`config.mk`:
```
export PLATFORM = sky130hd
export DESIGN_NAME = regression_error_metrics_unit
export DESIGN_NICKNAME = d
export VERILOG_FILES = /design/src/hw/rtl/rem_pkg.sv /design/src/hw/rtl/rem_ctrl.sv /design/src/hw/rtl/rem_dp.sv /design/src/hw/rtl/regression_error_metrics_unit.sv
export VERILOG_INCLUDE_DIRS = /design/src /design/src/hw/rtl
export SDC_FILE = /design/constraint.sdc
export NUM_CORES = 2
export LEC_CHECK = 0
export BUFFER_PORTS_ARGS = -buffer_cell sky130_fd_sc_hd__buf_2
export CELL_PAD_IN_SITES_DETAIL_PLACEMENT = 0
export CELL_PAD_IN_SITES_GLOBAL_PLACEMENT = 1
export CORE_AREA = 2 2 561 563
export CTS_CLUSTER_DIAMETER = 40
export DETAILED_ROUTE_END_ITERATION = 8
export DIE_AREA = 0 0 563 565
export PLACE_DENSITY = 0.48
export SETUP_SLACK_MARGIN = 0.02
export SYNTH_ARGS = -nofsm -noshare
export SYNTH_HDL_FRONTEND = slang
export SYNTH_HIERARCHICAL = 1
export SYNTH_SLANG_ARGS = --single-unit
export TNS_END_PERCENT = 5
```
`constraint.sdc`:
```
create_clock -name clk -period 16.4 [get_ports clk]
set_input_delay 2.46 -clock clk [delete_from_list [all_inputs] [get_ports clk]]
set_output_delay 2.46 -clock clk [all_outputs]
set_load 0.02 [all_outputs]
```
`src/hw/rtl/assert_macros.svh`:
```
// assertion macros shared by the rtl files
`ifndef ASSERT_MACROS_SVH
`define ASSERT_MACROS_SVH

`ifndef SYNTHESIS
// property that must hold at every clock edge outside reset
`define ASSERT_RST(lbl, clk, rst_n, prop, msg) \
    lbl: assert property (@(posedge clk) disable iff (!rst_n) (prop)) else $error(msg);
// property whose consequent must hold in the cycle after the antecedent
`define ASSERT_NEXT(lbl, clk, rst_n, ante, cons, msg) \
    lbl: assert property (@(posedge clk) disable iff (!rst_n) (ante) |=> (cons)) else $error(msg);
`else
`define ASSERT_RST(lbl, clk, rst_n, prop, msg)
`define ASSERT_NEXT(lbl, clk, rst_n, ante, cons, msg)
`endif

`endif

```
`src/hw/rtl/rem_pkg.sv`:
```
package rem_pkg;

    // field widths of the stream payload
    localparam int SAMPLE_W        = 16;
    localparam int MSE_W           = 32;
    localparam int MAE_W           = 16;
    localparam int RMSE_W          = MSE_W / 2;
    localparam int R2_W            = 20;
    localparam int R2_FRAC         = 16;
    localparam int COUNT_W         = 13;
    localparam int MAX_SAMPLES_DEF = 4096;

    // square root runs one result bit per step
    localparam int SQRT_STEPS = RMSE_W;
    localparam int SQRT_CW    = $clog2(SQRT_STEPS);

    // r2 constants: 1.0 and the -8.0 clamp
    localparam int R2_ONE = 1 << R2_FRAC;
    localparam logic [R2_W-1:0] R2_MIN = {1'b1, {(R2_W-1){1'b0}}};

    // multiplier operations
    localparam logic [1:0] MUL_OP_NYY = 2'd0;
    localparam logic [1:0] MUL_OP_SY2 = 2'd1;
    localparam logic [1:0] MUL_OP_NUM = 2'd2;

    // divider operations
    localparam logic [1:0] DIV_OP_MSE = 2'd0;
    localparam logic [1:0] DIV_OP_MAE = 2'd1;
    localparam logic [1:0] DIV_OP_R2  = 2'd2;

    typedef struct packed {
        logic       acc;
        logic       load_out;
        logic       mul_start;
        logic [1:0] mul_op;
        logic       div_start;
        logic [1:0] div_op;
        logic       sqrt_start;
        logic       den_load;
        logic       sat_check;
    } dp_cmd_t;

    typedef struct packed {
        logic mul_done;
        logic div_done;
        logic sqrt_done;
        logic r2_skip;
        logic out_free;
    } dp_status_t;

endpackage

```
`src/hw/rtl/rem_ctrl.sv`:
```
`include "assert_macros.svh"

module rem_ctrl (
    input  logic                  clk,
    input  logic                  rst_n,
    input  logic                  s_tvalid,
    input  logic                  s_tlast,
    input  rem_pkg::dp_status_t   status,
    output logic                  s_tready,
    output rem_pkg::dp_cmd_t      cmd
);

    localparam logic [3:0] ST_IDLE    = 4'd0;
    localparam logic [3:0] ST_MUL_NYY = 4'd1;
    localparam logic [3:0] ST_MUL_SY2 = 4'd2;
    localparam logic [3:0] ST_MUL_NUM = 4'd3;
    localparam logic [3:0] ST_DIV_MSE = 4'd4;
    localparam logic [3:0] ST_DIV_MAE = 4'd5;
    localparam logic [3:0] ST_SQRT    = 4'd6;
    localparam logic [3:0] ST_DEN     = 4'd7;
    localparam logic [3:0] ST_SAT     = 4'd8;
    localparam logic [3:0] ST_DIV_R2  = 4'd9;
    localparam logic [3:0] ST_FIN     = 4'd10;
    localparam logic [3:0] ST_LAST    = 4'd11;

    logic [3:0] state_reg;
    logic [3:0] state_next;
    logic [2:0] unit_starts;

    // pairs are taken only while accumulating
    assign s_tready = (state_reg == ST_IDLE);

    // sequencing of the end-of-run arithmetic
    always_comb
    begin
        state_next = state_reg;
        cmd        = '0;
        case (state_reg)
            ST_IDLE:
            begin
                if (s_tvalid)
                begin
                    cmd.acc = 1'b1;
                    if (s_tlast)
                    begin
                        state_next = ST_LAST;
                    end
                end
            end
            ST_LAST:
            begin
                // sums now include the last pair
                state_next    = ST_MUL_NYY;
                cmd.mul_start = 1'b1;
                cmd.mul_op    = rem_pkg::MUL_OP_NYY;
            end
            ST_MUL_NYY:
            begin
                if (status.mul_done)
                begin
                    state_next    = ST_MUL_SY2;
                    cmd.mul_start = 1'b1;
                    cmd.mul_op    = rem_pkg::MUL_OP_SY2;
                end
            end
            ST_MUL_SY2:
            begin
                if (status.mul_done)
                begin
                    state_next    = ST_MUL_NUM;
                    cmd.mul_start = 1'b1;
                    cmd.mul_op    = rem_pkg::MUL_OP_NUM;
                end
            end
            ST_MUL_NUM:
            begin
                if (status.mul_done)
                begin
                    state_next    = ST_DIV_MSE;
                    cmd.div_start = 1'b1;
                    cmd.div_op    = rem_pkg::DIV_OP_MSE;
                end
            end
            ST_DIV_MSE:
            begin
                if (status.div_done)
                begin
                    state_next    = ST_DIV_MAE;
                    cmd.div_start = 1'b1;
                    cmd.div_op    = rem_pkg::DIV_OP_MAE;
                end
            end
            ST_DIV_MAE:
            begin
                if (status.div_done)
                begin
                    state_next     = ST_SQRT;
                    cmd.sqrt_start = 1'b1;
                end
            end
            ST_SQRT:
            begin
                if (status.sqrt_done)
                begin
                    state_next = ST_DEN;
                end
            end
            ST_DEN:
            begin
                cmd.den_load = 1'b1;
                state_next   = ST_SAT;
            end
            ST_SAT:
            begin
                cmd.sat_check = 1'b1;
                if (status.r2_skip)
                begin
                    state_next = ST_FIN;
                end
                else
                begin
                    state_next    = ST_DIV_R2;
                    cmd.div_start = 1'b1;
                    cmd.div_op    = rem_pkg::DIV_OP_R2;
                end
            end
            ST_DIV_R2:
            begin
                if (status.div_done)
                begin
                    state_next = ST_FIN;
                end
            end
            ST_FIN:
            begin
                if (status.out_free)
                begin
                    cmd.load_out = 1'b1;
                    state_next   = ST_IDLE;
                end
            end
            default:
            begin
                state_next = ST_IDLE;
            end
        endcase
    end

    // state register
    always_ff @(posedge clk or negedge rst_n)
    begin
        if (!rst_n)
        begin
            state_reg <= ST_IDLE;
        end
        else
        begin
            state_reg <= state_next;
        end
    end

    assign unit_starts = {cmd.mul_start, cmd.div_start, cmd.sqrt_start};

    `ASSERT_RST(a_one_unit_start, clk, rst_n, $onehot0(unit_starts), "two units started")
    `ASSERT_NEXT(a_fin_reopens, clk, rst_n, cmd.load_out, s_tready, "input not reopened")
    `ASSERT_RST(a_acc_when_ready, clk, rst_n, (!cmd.acc || s_tready), "pair taken while busy")

endmodule

```
`src/hw/rtl/rem_dp.sv`:
```
`include "assert_macros.svh"

module rem_dp #(
    parameter int MAX_SAMPLES = rem_pkg::MAX_SAMPLES_DEF
) (
    input  logic                                 clk,
    input  logic                                 rst_n,
    input  rem_pkg::dp_cmd_t                     cmd,
    output rem_pkg::dp_status_t                  status,
    input  logic signed [rem_pkg::SAMPLE_W-1:0]  pred_value,
    input  logic signed [rem_pkg::SAMPLE_W-1:0]  true_value,
    input  logic                                 m_tready,
    output logic                                 m_tvalid,
    output logic [rem_pkg::MSE_W-1:0]            mse,
    output logic [rem_pkg::MAE_W-1:0]            mae,
    output logic [rem_pkg::RMSE_W-1:0]           rmse,
    output logic signed [rem_pkg::R2_W-1:0]      r2,
    output logic [rem_pkg::COUNT_W-1:0]          sample_count,
    output logic                                 no_variance,
    output logic                                 r2_saturated,
    output logic                                 overflow
);

    localparam int SW    = rem_pkg::SAMPLE_W;
    localparam int CW    = $clog2(MAX_SAMPLES + 1);
    localparam int ERR_W = SW + 1;
    localparam int SSE_W = 2 * ERR_W + CW;
    localparam int SAE_W = ERR_W + CW;
    localparam int SY_W  = SW + CW + 1;
    localparam int SYY_W = 2 * SW + CW;
    localparam int PW    = 2 * ERR_W + 2 * CW;
    localparam int BW    = SY_W;
    localparam int DW    = PW + rem_pkg::R2_FRAC;
    localparam int MCW   = $clog2(BW);
    localparam int DCW   = $clog2(DW);
    localparam int QW    = rem_pkg::RMSE_W;
    localparam int R2W   = rem_pkg::R2_W;

    // run accumulators
    logic [CW-1:0]    cnt_reg;
    logic [SSE_W-1:0] sse_reg;
    logic [SAE_W-1:0] sae_reg;
    logic [SY_W-1:0]  sy_reg;
    logic [SYY_W-1:0] syy_reg;
    logic             ovf_reg;

    logic [SW-1:0]     p_bits;
    logic [SW-1:0]     t_bits;
    logic [ERR_W-1:0]  err;
    logic [ERR_W-1:0]  abs_err;
    logic [SW-1:0]     abs_t;
    logic [2*ERR_W-1:0] sq_err;
    logic [2*SW-1:0]   sq_t;

    assign p_bits  = pred_value;
    assign t_bits  = true_value;
    assign err     = {p_bits[SW-1], p_bits} - {t_bits[SW-1], t_bits};
    assign abs_err = err[ERR_W-1] ? (~err + 1'b1) : err;
    assign abs_t   = t_bits[SW-1] ? (~t_bits + 1'b1) : t_bits;
    assign sq_err  = abs_err * abs_err;
    assign sq_t    = abs_t * abs_t;

    // accumulate one pair, clear when the result is loaded
    always_ff @(posedge clk or negedge rst_n)
    begin
        if (!rst_n)
        begin
            cnt_reg <= '0;
            sse_reg <= '0;
            sae_reg <= '0;
            sy_reg  <= '0;
            syy_reg <= '0;
            ovf_reg <= 1'b0;
        end
        else if (cmd.load_out)
        begin
            cnt_reg <= '0;
            sse_reg <= '0;
            sae_reg <= '0;
            sy_reg  <= '0;
            syy_reg <= '0;
            ovf_reg <= 1'b0;
        end
        else if (cmd.acc)
        begin
            if (cnt_reg < CW'(MAX_SAMPLES))
            begin
                cnt_reg <= cnt_reg + 1'b1;
                sse_reg <= sse_reg + SSE_W'(sq_err);
                sae_reg <= sae_reg + SAE_W'(abs_err);
                sy_reg  <= sy_reg + {{(SY_W-SW){t_bits[SW-1]}}, t_bits};
                syy_reg <= syy_reg + SYY_W'(sq_t);
            end
            else
            begin
                ovf_reg <= 1'b1;
            end
        end
    end

    logic [SY_W-1:0] sy_mag;
    assign sy_mag = sy_reg[SY_W-1] ? (~sy_reg + 1'b1) : sy_reg;

    // shift-add multiplier, one multiplier bit per cycle
    logic [PW-1:0]  mul_a_reg;
    logic [BW-1:0]  mul_b_reg;
    logic [PW-1:0]  mul_p_reg;
    logic [MCW-1:0] mul_cnt_reg;
    logic           mul_busy_reg;
    logic [1:0]     mul_op_reg;
    logic [PW-1:0]  mul_a_start;
    logic [BW-1:0]  mul_b_start;
    logic [PW-1:0]  mul_sum;
    logic           mul_done;

    logic [PW-1:0]  nyy_reg;
    logic [PW-1:0]  sy2_reg;
    logic [PW-1:0]  num_reg;

    always_comb
    begin
        case (cmd.mul_op)
            rem_pkg::MUL_OP_NYY:
            begin
                mul_a_start = PW'(syy_reg);
                mul_b_start = BW'(cnt_reg);
            end
            rem_pkg::MUL_OP_SY2:
            begin
                mul_a_start = PW'(sy_mag);
                mul_b_start = sy_mag;
            end
            default:
            begin
                mul_a_start = PW'(sse_reg);
                mul_b_start = BW'(cnt_reg);
            end
        endcase
    end

    assign mul_sum  = mul_p_reg + (mul_b_reg[0] ? mul_a_reg : '0);
    assign mul_done = mul_busy_reg && (mul_cnt_reg == MCW'(BW - 1));

    always_ff @(posedge clk or negedge rst_n)
    begin
        if (!rst_n)
        begin
            mul_busy_reg <= 1'b0;
        end
        else if (cmd.mul_start)
        begin
            mul_busy_reg <= 1'b1;
        end
        else if (mul_done)
        begin
            mul_busy_reg <= 1'b0;
        end
    end

    always_ff @(posedge clk)
    begin
        if (cmd.mul_start)
        begin
            mul_a_reg   <= mul_a_start;
            mul_b_reg   <= mul_b_start;
            mul_p_reg   <= '0;
            mul_cnt_reg <= '0;
            mul_op_reg  <= cmd.mul_op;
        end
        else if (mul_busy_reg)
        begin
            mul_a_reg   <= {mul_a_reg[PW-2:0], 1'b0};
            mul_b_reg   <= {1'b0, mul_b_reg[BW-1:1]};
            mul_p_reg   <= mul_sum;
            mul_cnt_reg <= mul_cnt_reg + 1'b1;
        end
        if (mul_done)
        begin
            case (mul_op_reg)
                rem_pkg::MUL_OP_NYY: nyy_reg <= mul_sum;
                rem_pkg::MUL_OP_SY2: sy2_reg <= mul_sum;
                default:             num_reg <= mul_sum;
            endcase
        end
    end

    // restoring divider, one quotient bit per cycle
    logic [DW-1:0]  div_rem_reg;
    logic [DW-1:0]  div_quo_reg;
    logic [DW-1:0]  div_d_reg;
    logic [DCW-1:0] div_cnt_reg;
    logic           div_busy_reg;
    logic [1:0]     div_op_reg;
    logic [DW-1:0]  div_quo_start;
    logic [DW-1:0]  div_d_start;
    logic [DW:0]    div_trial;
    logic           div_ge;
    logic [DW-1:0]  div_rem_next;
    logic [DW-1:0]  div_quo_next;
    logic           div_done;
    logic [R2W:0]   r2_calc;

    logic [PW-1:0]  den_reg;

    always_comb
    begin
        case (cmd.div_op)
            rem_pkg::DIV_OP_MSE:
            begin
                div_quo_start = DW'(sse_reg);
                div_d_start   = DW'(cnt_reg);
            end
            rem_pkg::DIV_OP_MAE:
            begin
                div_quo_start = DW'(sae_reg);
                div_d_start   = DW'(cnt_reg);
            end
            default:
            begin
                div_quo_start = {num_reg, {rem_pkg::R2_FRAC{1'b0}}};
                div_d_start   = DW'(den_reg);
            end
        endcase
    end

    assign div_trial    = {div_rem_reg, div_quo_reg[DW-1]};
    assign div_ge       = div_trial >= {1'b0, div_d_reg};
    assign div_rem_next = div_ge ? DW'(div_trial - {1'b0, div_d_reg}) : DW'(div_trial);
    assign div_quo_next = {div_quo_reg[DW-2:0], div_ge};
    assign div_done     = div_busy_reg && (div_cnt_reg == DCW'(DW - 1));

    // r2 = 1 - ceil(num * 2^16 / den)
    assign r2_calc = (R2W+1)'(rem_pkg::R2_ONE) - (R2W+1)'(div_quo_next)
                   - (R2W+1)'(div_rem_next != '0);

    logic [rem_pkg::MSE_W-1:0] mse_reg;
    logic [rem_pkg::MAE_W-1:0] mae_reg;
    logic [QW-1:0]             rmse_reg;
    logic [R2W-1:0]            r2_reg;
    logic                      novar_reg;
    logic                      sat_reg;

    always_ff @(posedge clk or negedge rst_n)
    begin
        if (!rst_n)
        begin
            div_busy_reg <= 1'b0;
        end
        else if (cmd.div_start)
        begin
            div_busy_reg <= 1'b1;
        end
        else if (div_done)
        begin
            div_busy_reg <= 1'b0;
        end
    end

    always_ff @(posedge clk)
    begin
        if (cmd.div_start)
        begin
            div_rem_reg <= '0;
            div_quo_reg <= div_quo_start;
            div_d_reg   <= div_d_start;
            div_cnt_reg <= '0;
            div_op_reg  <= cmd.div_op;
        end
        else if (div_busy_reg)
        begin
            div_rem_reg <= div_rem_next;
            div_quo_reg <= div_quo_next;
            div_cnt_reg <= div_cnt_reg + 1'b1;
        end
    end

    // integer square root of mse, two radicand bits per step
    logic [rem_pkg::MSE_W-1:0]  sq_x_reg;
    logic [QW+1:0]              sq_rem_reg;
    logic [QW-1:0]              sq_root_reg;
    logic [rem_pkg::SQRT_CW-1:0] sq_cnt_reg;
    logic                       sq_busy_reg;
    logic [QW+3:0]              sq_trial;
    logic [QW+3:0]              sq_s;
    logic                       sq_ge;
    logic [QW-1:0]              sq_root_next;
    logic                       sq_done;

    assign sq_trial     = {sq_rem_reg, sq_x_reg[rem_pkg::MSE_W-1 -: 2]};
    assign sq_s         = {2'b00, sq_root_reg, 2'b01};
    assign sq_ge        = sq_trial >= sq_s;
    assign sq_root_next = {sq_root_reg[QW-2:0], sq_ge};
    assign sq_done      = sq_busy_reg
                        && (sq_cnt_reg == rem_pkg::SQRT_CW'(rem_pkg::SQRT_STEPS - 1));

    always_ff @(posedge clk or negedge rst_n)
    begin
        if (!rst_n)
        begin
            sq_busy_reg <= 1'b0;
        end
        else if (cmd.sqrt_start)
        begin
            sq_busy_reg <= 1'b1;
        end
        else if (sq_done)
        begin
            sq_busy_reg <= 1'b0;
        end
    end

    always_ff @(posedge clk)
    begin
        if (cmd.sqrt_start)
        begin
            sq_x_reg    <= mse_reg;
            sq_rem_reg  <= '0;
            sq_root_reg <= '0;
            sq_cnt_reg  <= '0;
        end
        else if (sq_busy_reg)
        begin
            sq_x_reg    <= {sq_x_reg[rem_pkg::MSE_W-3:0], 2'b00};
            sq_rem_reg  <= sq_ge ? (QW+2)'(sq_trial - sq_s) : (QW+2)'(sq_trial);
            sq_root_reg <= sq_root_next;
            sq_cnt_reg  <= sq_cnt_reg + 1'b1;
        end
    end

    // variance and clamp checks ahead of the r2 division
    logic [PW+3:0] nine_den;
    logic          sat_now;

    assign nine_den = (PW+4)'({den_reg, 3'b000}) + (PW+4)'(den_reg);
    assign sat_now  = !novar_reg && ((PW+4)'(num_reg) > nine_den);

    // result registers
    always_ff @(posedge clk or negedge rst_n)
    begin
        if (!rst_n)
        begin
            novar_reg <= 1'b0;
            sat_reg   <= 1'b0;
        end
        else
        begin
            if (cmd.den_load)
            begin
                novar_reg <= (nyy_reg <= sy2_reg);
            end
            if (cmd.sat_check)
            begin
                sat_reg <= sat_now;
            end
        end
    end

    always_ff @(posedge clk)
    begin
        if (cmd.den_load)
        begin
            den_reg <= nyy_reg - sy2_reg;
        end
        if (cmd.sat_check)
        begin
            r2_reg <= novar_reg ? '0 : (sat_now ? rem_pkg::R2_MIN : r2_reg);
        end
        if (sq_done)
        begin
            rmse_reg <= sq_root_next;
        end
        if (div_done)
        begin
            case (div_op_reg)
                rem_pkg::DIV_OP_MSE: mse_reg <= div_quo_next[rem_pkg::MSE_W-1:0];
                rem_pkg::DIV_OP_MAE: mae_reg <= div_quo_next[rem_pkg::MAE_W-1:0];
                default:             r2_reg  <= r2_calc[R2W-1:0];
            endcase
        end
    end

    // output register, holds while the receiver stalls
    logic                       out_valid_reg;
    logic [rem_pkg::MSE_W-1:0]  out_mse_reg;
    logic [rem_pkg::MAE_W-1:0]  out_mae_reg;
    logic [QW-1:0]              out_rmse_reg;
    logic [R2W-1:0]             out_r2_reg;
    logic [rem_pkg::COUNT_W-1:0] out_cnt_reg;
    logic                       out_novar_reg;
    logic                       out_sat_reg;
    logic                       out_ovf_reg;

    always_ff @(posedge clk or negedge rst_n)
    begin
        if (!rst_n)
        begin
            out_valid_reg <= 1'b0;
        end
        else if (cmd.load_out)
        begin
            out_valid_reg <= 1'b1;
        end
        else if (m_tready)
        begin
            out_valid_reg <= 1'b0;
        end
    end

    always_ff @(posedge clk)
    begin
        if (cmd.load_out)
        begin
            out_mse_reg   <= mse_reg;
            out_mae_reg   <= mae_reg;
            out_rmse_reg  <= rmse_reg;
            out_r2_reg    <= r2_reg;
            out_cnt_reg   <= rem_pkg::COUNT_W'(cnt_reg);
            out_novar_reg <= novar_reg;
            out_sat_reg   <= sat_reg;
            out_ovf_reg   <= ovf_reg;
        end
    end

    assign m_tvalid     = out_valid_reg;
    assign mse          = out_mse_reg;
    assign mae          = out_mae_reg;
    assign rmse         = out_rmse_reg;
    assign r2           = out_r2_reg;
    assign sample_count = out_cnt_reg;
    assign no_variance  = out_novar_reg;
    assign r2_saturated = out_sat_reg;
    assign overflow     = out_ovf_reg;

    assign status.mul_done  = mul_done;
    assign status.div_done  = div_done;
    assign status.sqrt_done = sq_done;
    assign status.r2_skip   = novar_reg || sat_now;
    assign status.out_free  = !out_valid_reg || m_tready;

    `ASSERT_RST(a_cnt_cap, clk, rst_n, (cnt_reg <= CW'(MAX_SAMPLES)), "pair count beyond capacity")
    `ASSERT_RST(a_load_when_free, clk, rst_n, (!cmd.load_out || status.out_free), "result overwritten")
    `ASSERT_NEXT(a_out_hold, clk, rst_n, (m_tvalid && !m_tready), m_tvalid, "result dropped")

endmodule

```
`src/hw/rtl/regression_error_metrics_unit.sv`:
```
// Regression error metrics over runs of (prediction, truth) sample pairs.
// Input stream: s_tdata carries pred_value and true_value, s_tlast marks
// the final pair of a run. Each pair is added to the sums as it is taken, so
// pairs stream at one per cycle while a run is in progress.
// After the last pair the block computes n*sum(y^2), sum(y)^2 and n*SSres
// on a shift-add multiplier with a SY_W-bit multiplier, mse and mae on a
// restoring divider of width DW, rmse on a bit-pair square root, then the
// r2 division (skipped for zero variance or clamp). At the default capacity
// SY_W = 30 and DW = 76; s_tready is low from the last pair until the
// result is loaded into the output register.
// Output stream: one request per run on m_tdata/m_tuser, held in an output
// register. The next run is accumulated while that request waits; if a run
// ends before the previous result is taken, the block holds off the input
// until m_tready frees the output register.
// Reset clears all sums, the count, the overflow flag and the output valid.
module regression_error_metrics_unit #(
    parameter int MAX_SAMPLES = rem_pkg::MAX_SAMPLES_DEF
) (
    input  logic         clk,
    input  logic         rst_n,
    input  logic         s_tvalid,
    output logic         s_tready,
    input  logic [31:0]  s_tdata,   // pred_value, true_value
    input  logic         s_tlast,
    output logic         m_tvalid,
    input  logic         m_tready,
    output logic [103:0] m_tdata,   // mse, mae, rmse, r2, sample_count, zero pad
    output logic [2:0]   m_tuser    // no_variance, r2_saturated, overflow
);

    rem_pkg::dp_cmd_t    cmd;
    rem_pkg::dp_status_t status;

    logic signed [rem_pkg::SAMPLE_W-1:0] pred_value;
    logic signed [rem_pkg::SAMPLE_W-1:0] true_value;
    logic [rem_pkg::MSE_W-1:0]           mse;
    logic [rem_pkg::MAE_W-1:0]           mae;
    logic [rem_pkg::RMSE_W-1:0]          rmse;
    logic signed [rem_pkg::R2_W-1:0]     r2;
    logic [rem_pkg::COUNT_W-1:0]         sample_count;
    logic                                no_variance;
    logic                                r2_saturated;
    logic                                overflow;

    // unpack input request
    assign pred_value = s_tdata[15:0];
    assign true_value = s_tdata[31:16];

    rem_ctrl u_ctrl (
        .clk      (clk),
        .rst_n    (rst_n),
        .s_tvalid (s_tvalid),
        .s_tlast  (s_tlast),
        .status   (status),
        .s_tready (s_tready),
        .cmd      (cmd)
    );

    rem_dp #(
        .MAX_SAMPLES (MAX_SAMPLES)
    ) u_dp (
        .clk          (clk),
        .rst_n        (rst_n),
        .cmd          (cmd),
        .status       (status),
        .pred_value   (pred_value),
        .true_value   (true_value),
        .m_tready     (m_tready),
        .m_tvalid     (m_tvalid),
        .mse          (mse),
        .mae          (mae),
        .rmse         (rmse),
        .r2           (r2),
        .sample_count (sample_count),
        .no_variance  (no_variance),
        .r2_saturated (r2_saturated),
        .overflow     (overflow)
    );

    // pack output request
    assign m_tdata = {7'b0, sample_count, r2, rmse, mae, mse};
    assign m_tuser = {overflow, r2_saturated, no_variance};

endmodule

```
# Yosys cells after proc, flatten, opt, wreduce, memory -nomap -nowiden
# Cells that the tools add are included.
dict set report totals {
  ff_bits 1064
  latchBits 0
  mem_bits_rw 0
  romBits 0
  inputBits 37
  out_inout_bits 109
  wordCells 213
  n_memories 0
}
dict set report op_classes {
  n_addsub 19
  multipliers 2
  n_div 0
  n_lt_le_gt_ge 5
  eq_ne 29
  shifts 0
  n_mux 76
  n_bitwise 4
  reduce_logical 34
}
# op count
set op_table {}
lappend op_table {{$mux W30} 10}
lappend op_table {{$mux W76} 3}
lappend op_table {{$mux W60} 3}
lappend op_table {{$pmux W76 S2} 1}
lappend op_table {{$mux W47} 3}
lappend op_table {{$mux W45} 3}
lappend op_table {{$mux W20} 5}
lappend op_table {{$pmux W47 S2} 1}
lappend op_table {{$ge A77 B76 Y1} 1}
lappend op_table {{$reduce_bool A76 Y1} 1}
lappend op_table {{$sub A76 B76 Y76} 1}
lappend op_table {{$add A63 B60 Y64} 1}
lappend op_table {{$gt A60 B64 Y1} 1}
lappend op_table {{$mux W32} 2}
lappend op_table {{$add A60 B60 Y60} 1}
lappend op_table {{$le A60 B60 Y1} 1}
lappend op_table {{$sub A60 B60 Y60} 1}
lappend op_table {{$mux W13} 4}
lappend op_table {{$pmux W4 S12} 1}
lappend op_table {{$add A47 B34 Y47} 1}
lappend op_table {{$add A45 B32 Y45} 1}
lappend op_table {{$mux W4} 10}
lappend op_table {{$mul A17 B17 Y34} 1}
lappend op_table {{$mul A16 B16 Y32} 1}
lappend op_table {{other kinds (44)} 111}

# Depth between registers and ports, before layout
dict set report depth {
  word_depth 9
  ltp_mapped 43
  mapped_depth_nobuf 42
}

# Hierarchy
# Netlist, hierarchy kept.
# mod n_inst cells_per_inst area_per_inst_um2
set modules_own_cells {}
lappend modules_own_cells {rem_dp 1 7919 76993.8}
lappend modules_own_cells {rem_ctrl 1 71 536.8}
lappend modules_own_cells {regression_error_metrics_unit 1 11 78.8}

# Worst setup path before layout
# OpenSTA, ideal clock, no wires.
dict set report synth_path {
  kind {input -> register}
  from {in s_tdata[0]}
  to {reg u_dp.sse_reg[29]}
  setup_time_ps 136
  t_arrival_ps 11649
  setup_slack_ps 4615
  cell_stages 38
  cell_sequence {inv_1 ha_1 fa_1 nor2b_1 o21ai_1 a21boi_1 o21a_1 o211ai_1 a21oi_1 and3b_1 o31ai_1 a2bb2oi_1 nor2_1 xor2_1 clkinv_1 nand2_1 inv_1 fa_1 [2 not listed] inv_1 fa_1 fa_1 fa_1 inv_1 fa_1 inv_1 ha_1 a21o_1 a21oi_1 o21ai_0 a2111oi_0 nor4_1 or2_2 o21a_1 or3_1 nand4_1 a21oi_1}
}
dict set report synth_between {
  elab_chain_cells 9
}
# element line_no
set synth_rtl {}
lappend synth_rtl {{from (decl)} regression_error_metrics_unit.sv:23} ;# input logic [31:0] s_tdata,
lappend synth_rtl {{$sub A16 B16 Y17 (*)} rem_dp.sv:57} ;# assign err = {p_bits[SW-1], p_bits} - {t_bits[SW-1], t_bits};
lappend synth_rtl {{$not A17 Y17} rem_dp.sv:58} ;# assign abs_err = err[ERR_W-1] ? (~err + 1'b1) : err;
lappend synth_rtl {{$add A17 B1 Y17} rem_dp.sv:58}
lappend synth_rtl {{$mux W17 (*)} rem_dp.sv:58}
lappend synth_rtl {{$mul A17 B17 Y34 (*)} rem_dp.sv:60} ;# assign sq_err = abs_err * abs_err;
lappend synth_rtl {{$add A47 B34 Y47 (*)} rem_dp.sv:89} ;# sse_reg <= sse_reg + SSE_W'(sq_err);
lappend synth_rtl {{$mux W47 (*)} rem_dp.sv:86} ;# if (cnt_reg < CW'(MAX_SAMPLES))
lappend synth_rtl {{$mux W47 (*)} rem_dp.sv:84} ;# else if (cmd.acc)
lappend synth_rtl {{$mux W47 (*)} rem_dp.sv:75} ;# else if (cmd.load_out)
lappend synth_rtl {{to (signal assigned)} rem_dp.sv:89}
lappend synth_rtl {{to (decl)} rem_dp.sv:41} ;# logic [SSE_W-1:0] sse_reg;
# Mark *: on every way between the ends. The rest lies on a longest branch, timed or not. The select of a mux whose other input is x is not followed.
# A chain may end at the register's enable or synchronous reset.

# Worst setup path in the final report
dict set report layout_path {
  from {in s_tdata[16]}
  to {reg u_dp.sse_reg[46]}
}
# The elaborated chain is that of the path after synthesis.

==> metrics.txt <==
Final Instance Area 0.0905 mm²; ys async rst share 0.168; final setup fails 0; RSZ-0062 raised after global routing no; Top-Level Pins 146; dpl hpwl 203000 µm; number of iterations in the first detailed-routing pass 5; clock-pin transition on the worst setup and hold timing paths 50 ps; GRT overflow 0; vias post-DR 58100; first-pass GRT wire length 391000 µm; Post-Syn Area 0.0776 mm²; CP max FO 18; total setup buffers inserted after CTS 0; R2R Path Start u_dp/den_reg[3]$_DFFE_PP_; setup TNS 0 ps; final-report hold violation count 0; Yosys warnings 6; initial antenna violation count 13; CTS Buffer Depth 4; Hold WC Path Type flop to flop; H-tree depth 4; share of post-route cells with drive strength above 1 0.0927; post-route ant nets 0; Max Slew Vio Count 0; cts hold-fix bufs 0; Clock Sinks 1048; Largest stage delay, worst path 730 ps; delay-heaviest family, CP compound AO/OA/AOI/OAI gates; fin crit share 0.789; number of max-cap violations 0; Hold Path Origin u_dp/r2_reg[3]$_DFF_P_; Crit path required time 17060 ps; DIE HEIGHT 565 µm; Layout Area Growth over Synthesis 16.6%; register area share after synthesis 0.368; CTS tree yes; Max-slew headroom 0.156; Setup Slack @ Placement 2610 ps; Peak Freq 77.3 MHz; Port Buffers 138; Die W 563 µm; Setup WS post-layout 3460 ps; Core Area 0.311 mm²; top_reg_cell synth edfxtp_1; Synth cell types 106; Yosys reg bits 1048; pin count of the biggest net entering global routing 146; CP Class primary input to flop; DP Cell Count 12100; status finished, final reports clean; Starting Density 0.249; Worst-Skew Late Latency 870 ps; Startpoint Class primary input; Period minus WS final 12940 ps; Critical Path Sink Type flop; Post-DP Area 0.0832 mm²; gpl congestion 0.853; vias in the first global route 60500; CP dominant cell by count fa_1; fin cells 12500; EDFF count, synth 666; clock root buffer clkbuf_16; Rows 205; post_cts resized 0; drt initial violations 3392; Num CTS Buffers 211; CP bufs+invs 7; final wirelength 259000 µm; WP data arrival 13590 ps; Tightest Pin Transition 1250 ps; slowest CP cell o31ai_1; area of the die 0.318 mm²; Clock Skew 85.4 ps; Syn Inst Count 8001; drt drc 0; # nets final 9254; Mean Syn Cell Area 9.70 µm²; Total Routing Usage GR 0.161; vias per cell 4.66; Worst Setup SP s_tdata[16]; average wire per cell in the routed design 20.8 µm
[area by class of cell]
cell class	instances	area [µm²]
timing repair buffer	220	1380
clock inverter	142	1690
sequential	1048	28500
multi-input combinational	5701	44400
clock buffer	245	5630
inverter	987	3710
fill	32800	221000
antenna	4	10.0
tap	4140	5180
[logic make-up (layout without fill, tap and decap cells)]
group,Yosys count,after routing,synth area share
buffers and inverters,1280,1594,0.0643
adders and majority gates,1048,1048,0.210
muxes,209,209,0.0281
AOI/OAI and AO/OA,1698,1698,0.142
other,3,35,0.000145
and+or+nand+nor,2261,2261,0.136
DFF,1048,1048,0.368
xor gates and xnor gates,454,454,0.0512
[through the flow]
stage / hold slack, ps / util
floorplan: 400 / -
global placement: 401 / 0.267
detailed placement: 405 / 0.267
CTS: 391 / 0.291
global route: 415 / 0.291
finish: 390 / 0.291
[path summary, 6_finish.rpt]
kind                                                  endpoint  slack [ps]  cells after the start
min in group asynchronous          u_dp/sy_reg[11]$_DFFE_PN0P_        1600                      1
max in group asynchronous         u_dp/syy_reg[16]$_DFFE_PN0P_       13340                      2
worst min register to register            u_dp/r2[3]$_DFFE_PP_         390                      0
worst min-delay path                      u_dp/r2[3]$_DFFE_PP_         390                      0
worst max-delay path              u_dp/sse_reg[46]$_DFFE_PN0P_        3460                     39
worst max register to register  u_dp/div_quo_reg[75]$_DFFE_PP_        6120                     31
[synth_stat cells, drive strengths merged (186+ instances only)]
master / number / area [µm²]
inv: 979 / 3680
nor2: 739 / 2790
edfxtp: 666 / 20000
nand2: 647 / 2430
ha: 622 / 7780
a21oi: 535 / 2680
fa: 426 / 8530
o21ai: 299 / 1500
xnor2: 268 / 2350
clkbuf: 228 / 860
dfxtp: 206 / 4120
a21o: 204 / 1530
xor2: 186 / 1630
[layout by cell type, fill, tap and decap left out, drive strengths merged, types with 64 or more instances in the layout]
| cell type | netlist | final |
|---|---|---|
| nor2b | 64 | 64 |
| dfrtp | 176 | 176 |
| xnor2 | 268 | 268 |
| edfxtp | 666 | 666 |
| ha | 622 | 622 |
| o21ai | 299 | 299 |
| nor3 | 114 | 114 |
| mux2 | 74 | 74 |
| nand4 | 80 | 80 |
| mux2i | 135 | 135 |
| o21bai | 65 | 65 |
| nand3 | 149 | 149 |
| nor2 | 739 | 739 |
| clkbuf | 228 | 245 |
| xor2 | 186 | 186 |
| a21oi | 535 | 535 |
| buf | 63 | 220 |
| and2 | 144 | 144 |
| a211oi | 96 | 96 |
| inv | 979 | 1019 |
| fa | 426 | 426 |
| nand2 | 647 | 647 |
| a21o | 204 | 204 |
| nand2b | 76 | 76 |
| dfxtp | 206 | 206 |
[layer usage]
metal / up-vias / routed length (µm) / track usage
met2: 922 / 122000 / 0.272
met5: - / 0 / 0
li1: 28100 / - / -
met4: 0 / 7290 / 0.0463
met3: 300 / 7810 / 0.0176
met1: 28800 / 122000 / 0.218
Power is left out: the tool's default activity adds up to more than one toggle a clock period on the data nets, which glitch-free logic cannot reach.
